**src/rtl/hfw_pkg.sv**
```systemverilog
// ----------------------------------------------------------------------------
// hfw_pkg: shared types and constants of the Huffman tree-walk decoder
// Node table geometry, entry layout and the request structs between the
// walk sequencer and the node table.
// ----------------------------------------------------------------------------
package hfw_pkg;

	localparam int NODES  = 512;
	localparam int IDX_W  = 9;
	localparam int SYM_W  = 8;
	localparam int BYTE_W = 8;
	localparam int NBITS_W = 4;
	localparam int ADDR_W = $clog2(NODES);

	localparam logic ACT_LOAD   = 1'b0;
	localparam logic ACT_DECODE = 1'b1;

	typedef struct packed {
		logic             leaf;
		logic [IDX_W-1:0] left;
		logic [IDX_W-1:0] right;
		logic [SYM_W-1:0] symbol;
	} entry_t;

	typedef struct packed {
		logic             en;
		logic [IDX_W-1:0] idx;
		entry_t           ent;
	} wr_req_t;

	typedef struct packed {
		logic             en;
		logic [IDX_W-1:0] idx;
	} rd_req_t;

	typedef struct packed {
		logic             valid;
		logic [SYM_W-1:0] symbol;
		logic             last;
	} push_t;

	function automatic logic in_range(input logic [IDX_W-1:0] idx);
		return 32'(idx) < NODES;
	endfunction

endpackage

```
**src/rtl/hfw_walk_ctl.sv**
```systemverilog
// ----------------------------------------------------------------------------
// hfw_walk_ctl: tree walk sequencer
// Takes items, writes loaded nodes and steps through the coded bits one
// table read per bit. The newest symbol waits in a holding register until
// the next one, or the end of the word, shows whether it is the last.
// ----------------------------------------------------------------------------
module hfw_walk_ctl (
	input  logic                        clk,
	input  logic                        arst_n,
	input  logic                        in_valid,
	output logic                        in_stall,
	input  logic                        action,
	input  logic [hfw_pkg::IDX_W-1:0]   node_index,
	input  logic                        node_leaf,
	input  logic [hfw_pkg::IDX_W-1:0]   left_child,
	input  logic [hfw_pkg::IDX_W-1:0]   right_child,
	input  logic [hfw_pkg::SYM_W-1:0]   node_symbol,
	input  logic [hfw_pkg::BYTE_W-1:0]  data_byte,
	input  logic [hfw_pkg::NBITS_W-1:0] bit_count,
	input  hfw_pkg::entry_t             ent,
	input  logic [hfw_pkg::IDX_W-1:0]   root_left,
	input  logic [hfw_pkg::IDX_W-1:0]   root_right,
	input  logic                        slot_free,
	output hfw_pkg::wr_req_t            wr,
	output hfw_pkg::rd_req_t            rd,
	output hfw_pkg::push_t              push
);

	localparam logic [1:0] S_IDLE  = 2'd0;
	localparam logic [1:0] S_FIRST = 2'd1;
	localparam logic [1:0] S_WALK  = 2'd2;
	localparam logic [1:0] S_FLUSH = 2'd3;

	logic [1:0]                   state_q, state_d;
	logic [hfw_pkg::IDX_W-1:0]    cur_q, cur_d;
	logic [hfw_pkg::IDX_W-1:0]    next_q, next_d;
	logic [hfw_pkg::BYTE_W-1:0]   byte_q, byte_d;
	logic [hfw_pkg::NBITS_W-1:0]  bits_q, bits_d;
	logic [hfw_pkg::SYM_W-1:0]    pend_q, pend_d;
	logic                         pend_v_q, pend_v_d;

	logic                         accept;
	logic [hfw_pkg::NBITS_W-1:0]  nbits;
	logic                         leaf;
	logic [hfw_pkg::IDX_W-1:0]    kid_left, kid_right, sel_child;

	assign accept   = in_valid && state_q == S_IDLE;
	assign in_stall = state_q != S_IDLE;
	assign nbits    = (bit_count == '0 || bit_count > hfw_pkg::NBITS_W'(hfw_pkg::BYTE_W))
		? hfw_pkg::NBITS_W'(hfw_pkg::BYTE_W) : bit_count;

	// After a leaf the walk restarts at the root, whose children sit in registers.
	assign leaf      = state_q == S_WALK && ent.leaf;
	assign kid_left  = leaf ? root_left  : ent.left;
	assign kid_right = leaf ? root_right : ent.right;
	assign sel_child = byte_q[hfw_pkg::BYTE_W-1] ? kid_right : kid_left;

	always_comb begin
		wr.en         = accept && action == hfw_pkg::ACT_LOAD;
		wr.idx        = node_index;
		wr.ent.leaf   = node_leaf;
		wr.ent.left   = left_child;
		wr.ent.right  = right_child;
		wr.ent.symbol = node_symbol;
	end

	always_comb begin
		state_d     = state_q;
		cur_d       = cur_q;
		next_d      = next_q;
		byte_d      = byte_q;
		bits_d      = bits_q;
		pend_d      = pend_q;
		pend_v_d    = pend_v_q;
		rd.en       = 1'b0;
		rd.idx      = sel_child;
		push.valid  = 1'b0;
		push.symbol = pend_q;
		push.last   = 1'b0;
		unique case (state_q)
			S_IDLE: begin
				if (accept && action == hfw_pkg::ACT_DECODE) begin
					rd.en   = 1'b1;
					rd.idx  = cur_q;
					byte_d  = data_byte;
					bits_d  = nbits;
					state_d = S_FIRST;
				end
			end
			S_FIRST: begin
				rd.en   = 1'b1;
				next_d  = sel_child;
				byte_d  = byte_q << 1;
				bits_d  = bits_q - 1'b1;
				state_d = S_WALK;
			end
			S_WALK: begin
				// A new symbol can only enter while the older one can leave.
				if (!(leaf && pend_v_q && !slot_free)) begin
					if (leaf) begin
						push.valid = pend_v_q;
						pend_d     = ent.symbol;
						pend_v_d   = 1'b1;
						cur_d      = '0;
					end else begin
						cur_d = next_q;
					end
					if (bits_q != '0) begin
						rd.en  = 1'b1;
						next_d = sel_child;
						byte_d = byte_q << 1;
						bits_d = bits_q - 1'b1;
					end else begin
						state_d = S_FLUSH;
					end
				end
			end
			S_FLUSH: begin
				if (!pend_v_q) begin
					state_d = S_IDLE;
				end else if (slot_free) begin
					push.valid = 1'b1;
					push.last  = 1'b1;
					pend_v_d   = 1'b0;
					state_d    = S_IDLE;
				end
			end
		endcase
	end

	always_ff @(posedge clk or negedge arst_n) begin
		if (!arst_n) begin
			state_q  <= S_IDLE;
			cur_q    <= '0;
			pend_v_q <= 1'b0;
			bits_q   <= '0;
		end else begin
			state_q  <= state_d;
			cur_q    <= cur_d;
			pend_v_q <= pend_v_d;
			bits_q   <= bits_d;
		end
	end

	always_ff @(posedge clk) begin
		next_q <= next_d;
		byte_q <= byte_d;
		pend_q <= pend_d;
	end

`ifndef ASSERT_OFF
	a_push_has_room: assert property (@(posedge clk) disable iff (!arst_n)
		push.valid |-> slot_free)
		else $error("symbol pushed while the output register is occupied");

	a_idle_no_pending: assert property (@(posedge clk) disable iff (!arst_n)
		state_q == S_IDLE |-> !pend_v_q)
		else $error("symbol left pending after the word was finished");

	a_last_ends_word: assert property (@(posedge clk) disable iff (!arst_n)
		push.valid && push.last |=> state_q == S_IDLE)
		else $error("walk went on after the last symbol of the word");

	a_bits_bounded: assert property (@(posedge clk) disable iff (!arst_n)
		state_q != S_IDLE |-> bits_q <= hfw_pkg::NBITS_W'(hfw_pkg::BYTE_W))
		else $error("bit counter out of range during a walk");
`endif

endmodule

```
**config.mk**
```make
export PLATFORM = sky130hd
export DESIGN_NAME = hfw_walk_ctl
export DESIGN_NICKNAME = d
export VERILOG_FILES = /design/src/rtl/hfw_pkg.sv /design/src/rtl/hfw_walk_ctl.sv
export SDC_FILE = /design/constraint.sdc
export NUM_CORES = 1
export LEC_CHECK = 0
export ABC_AREA = 1
export BUFFER_PORTS_ARGS = -buffer_cell sky130_fd_sc_hd__buf_2
export CORE_MARGIN = 3
export CORE_UTILIZATION = 39
export CTS_CLUSTER_SIZE = 10
export DETAILED_ROUTE_END_ITERATION = 10
export HOLD_SLACK_MARGIN = 0.08
export PLACE_DENSITY = 0.75
export SETUP_SLACK_MARGIN = 0.1
export SLEW_MARGIN = 25
export SYNTH_ARGS = -nofsm -noshare
export SYNTH_HDL_FRONTEND = slang
export SYNTH_SLANG_ARGS = --single-unit
```
**constraint.sdc**
```tcl
create_clock -name clk -period 1.84 [get_ports clk]
set_input_delay 0.184 -clock clk [delete_from_list [all_inputs] [get_ports clk]]
set_output_delay 0.184 -clock clk [all_outputs]
set_load 0.03 [all_outputs]
```
==> metrics <==
register area share after synthesis=0.456; sequential share of power=0.262; pin count of the biggest net entering global routing=20; Core Region=6100 µm²; initial antenna violation count=0; placed cell area=2780 µm²; CP Launch Type=flip-flop; CTS tree=yes; synthesis-to-layout area growth=46.3%; Row Count=28; sinks on the clock net=41; Leakage=1.76 nW; Ant. Diodes=0; hold path startpoint=data_byte[5]; antenna-violating nets left=0; final hold vios=0; Pint=3.50 mW; Comb pwr share=0.648; Compound-Gate Fraction of Synth Area=0.0659; crit path max fanout=7; Worst R2R Start=state_q[0]; worst min path class=in2reg; Worst EP arrival=1820 ps; Clock power frac=0.090; Adder-Cell Fraction of Synth Area=0.0248; RSZ-0062 raised after global routing=yes; CP Cell Sequence=inv_2 > ha_4 > nand2_8 > buf_12 > nand2_4 > nand3_2 > nand3_2 > o21ai_1 > buf_4; Synth Area in XOR/XNOR=0.00347; Mean Syn Cell Area=8.25 µm²; initial core utilization=0.414; sw power=3.10 mW; Die Span Y=86.5 µm; multiplexer area fraction after synthesis=0; first-pass iteration count of the detailed router=5; htree depth=2; Final nets=496; DRC violation count after routing=0; CP max-delay cell=dfrtp_1; Critical Path RT=1660 ps; Mapped Area=2520 µm²; maximum vdd drop=0.922 mV; status=complete, but fails checks; IO Count=156; largest family of logic cells by synthesized area=simple AND/OR/NAND/NOR gates; initial drt markers=230; Synth cell types=25; Clock Tree Buf Depth=2; dpl hpwl=4650 µm; Crit path largest cell delay=410 ps; post-layout min period=2000 ps; Horiz. Die Dim=86.5 µm; CP endpoint kind=primary output; most frequent CP cell=nand3_2; RePlAce Congestion=0.798; PwrDens=1790 nW/µm²; Final Cell Area=3690 µm²; overall routed net length=8460 µm; gate count of the mapped netlist=306; Fin Setup TNS=-1370 ps; failing checks=setup timing; first-pass GRT wire length=10,500 µm; IO Port Bufs=83; vias in the first global route=2,285; Synth Net Count=409; drt wl/cell=18.0 µm; flops & latches, synth=41; grt ovf=0; area of the die=7480 µm²; crit path from=state_q[0]; Max Freq=0.500 GHz; Max Cap Violations=0; TritonCTS Buffers=5; relative slew slack=0.646; Clk pin slew, worst setup/hold paths=80 ps; sw frac=0.470; Worst Clk Skew=11.3 ps; final setup margin=-161 ps; clock latency on the worst-skew pair=300 ps; final period utilization=1.09; Yosys warnings=0; Worst Tran Pin Value=528 ps; routed vias=2,519; Root Buffer=clkbuf_8; max-slew violation count=0; Simple-Gate Fraction of Synth Area=0.274; Final Setup Violations=11; Via density=5.37; WS Path Type=reg2out; share of cells above drive strength 1=0.513; gr usage total=0.178
[cells in the final DEF (no fill, tap or decap), types with 6 or more instances in the layout]
| master | instances |
|---|---|
| buf_2 | 70 |
| edfxtp_1 | 25 |
| o21ai_2 | 12 |
| o21ai_1 | 6 |
| nand2_4 | 10 |
| o21ai_0 | 10 |
| dfrtp_1 | 16 |
| and2_1 | 9 |
| dlygate4sd3_1 | 9 |
| inv_1 | 24 |
| nand2_2 | 13 |
| nand3_1 | 17 |
| nand3_2 | 26 |
| nand2_1 | 62 |
| buf_4 | 24 |
| buf_6 | 11 |
[what timing repair did]
action | 4_1_cts | 5_1_grt
pin swaps | 4 | 37
setup buffers | 7 | 11
setup endpoints to repair | 19 | 52
hold buffers | 9 | 0
cloned | 1 | 5
hold endpoints to repair | 24 | 0
gates resized for setup | 36 | 107
[cells in the mapped netlist]
cell type / number / area, µm²
a21oi_1: 4 / 20.0
nand2_2: 3 / 18.8
nor2_2: 2 / 12.5
and2_1: 9 / 56.3
inv_1: 26 / 97.6
nand4_1: 1 / 6.26
edfxtp_1: 25 / 751
clkinv_1: 1 / 3.75
a31oi_1: 1 / 6.26
clkbuf_1: 4 / 15.0
nand3_1: 43 / 215
buf_6: 3 / 33.8
dfrtp_1: 16 / 400
inv_4: 1 / 6.26
nor2_1: 9 / 33.8
xnor2_1: 1 / 8.76
nand3_2: 1 / 10.0
ha_1: 5 / 62.6
nand2_1: 82 / 308
nor2_8: 1 / 20.0
buf_4: 37 / 278
o21ai_1: 2 / 10.0
buf_2: 2 / 10.0
o21ai_0: 26 / 130
nand2_4: 1 / 11.3
[sequential cells by signal, summed over array words and instances, names as in the netlist]
| name | count |
|---|---|
| bits_q | 4 |
| pend_q | 8 |
| state_q | 2 |
| byte_q | 8 |
| next_q | 9 |
| pend_v_q | 1 |
| cur_q | 9 |
[power groups by stage]
stage               Clock (mW)  Sequential (mW)  Combinational (mW)
floorplan                    0             1.73                2.20
global placement             0             1.72                2.77
detailed placement           0             1.73                2.86
CTS                      0.600             1.71                3.26
global route             0.644             1.76                4.62
finish                   0.595             1.73                4.28
[path summary, 6_finish.rpt]
check	endpoint	slack, ps	cells after the start
hold / removal	byte_q[5]	150	3
setup / recovery	rd[1]	-160	9
min in group asynchronous	cur_q[7]	340	2
hold reg to reg	cur_q[1]	510	2
max in group asynchronous	bits_q[1]	1190	2
setup reg to reg	next_q[3]	10	8
[critical path: cells and delay by family, from the launching register on]
family | cells | cell delay [ps]
flip-flops | 1 | 410
AO/OA/AOI/OAI | 1 | 60
adder cells (fa/ha/maj) | 1 | 190
buffers and inverters | 3 | 470
AND/OR/NAND/NOR | 4 | 370
[final cells by class]
class / count / area (µm²)
Fill cell: 496 / 2400
Multi-Input combinational cell: 193 / 1310
Sequential cell: 41 / 1150
Timing Repair Buffer: 123 / 922
Inverter: 28 / 118
Tap cell: 75 / 93.8
Clock buffer: 5 / 68.8
Clock inverter: 3 / 17.5
Timing Repair inverter: 1 / 16.3
[layer usage]
| metal | global-route usage | wire, µm |
|---|---|---|
| met1 | 0.213 | 3200 |
| met4 | 0.0850 | 372 |
| met5 | 0 | 0 |
| met3 | 0.0409 | 659 |
| met2 | 0.300 | 4230 |
[cell families (layout without fill, tap and decap cells)]
group	Yosys count	after routing
XOR/XNOR	1	1
adder cells (fa/ha/maj)	5	5
buffers and inverters	74	160
AO/OA/AOI/OAI	33	33
flip-flops	41	41
AND/OR/NAND/NOR	152	154
[metrics by stage]
stage	hold WS (ps)	utilization	instances	power, mW	worst slack [ps]
floorplan	-112	-	306	3.92	3.20
global placement	131	0.457	428	4.49	135
detailed placement	138	0.457	428	4.59	76.4
CTS	147	0.518	453	5.57	-65.3
global route	157	0.606	469	7.02	-236
finish	150	0.606	469	6.60	-161
Note: power is estimated with default switching activity, not from simulation.
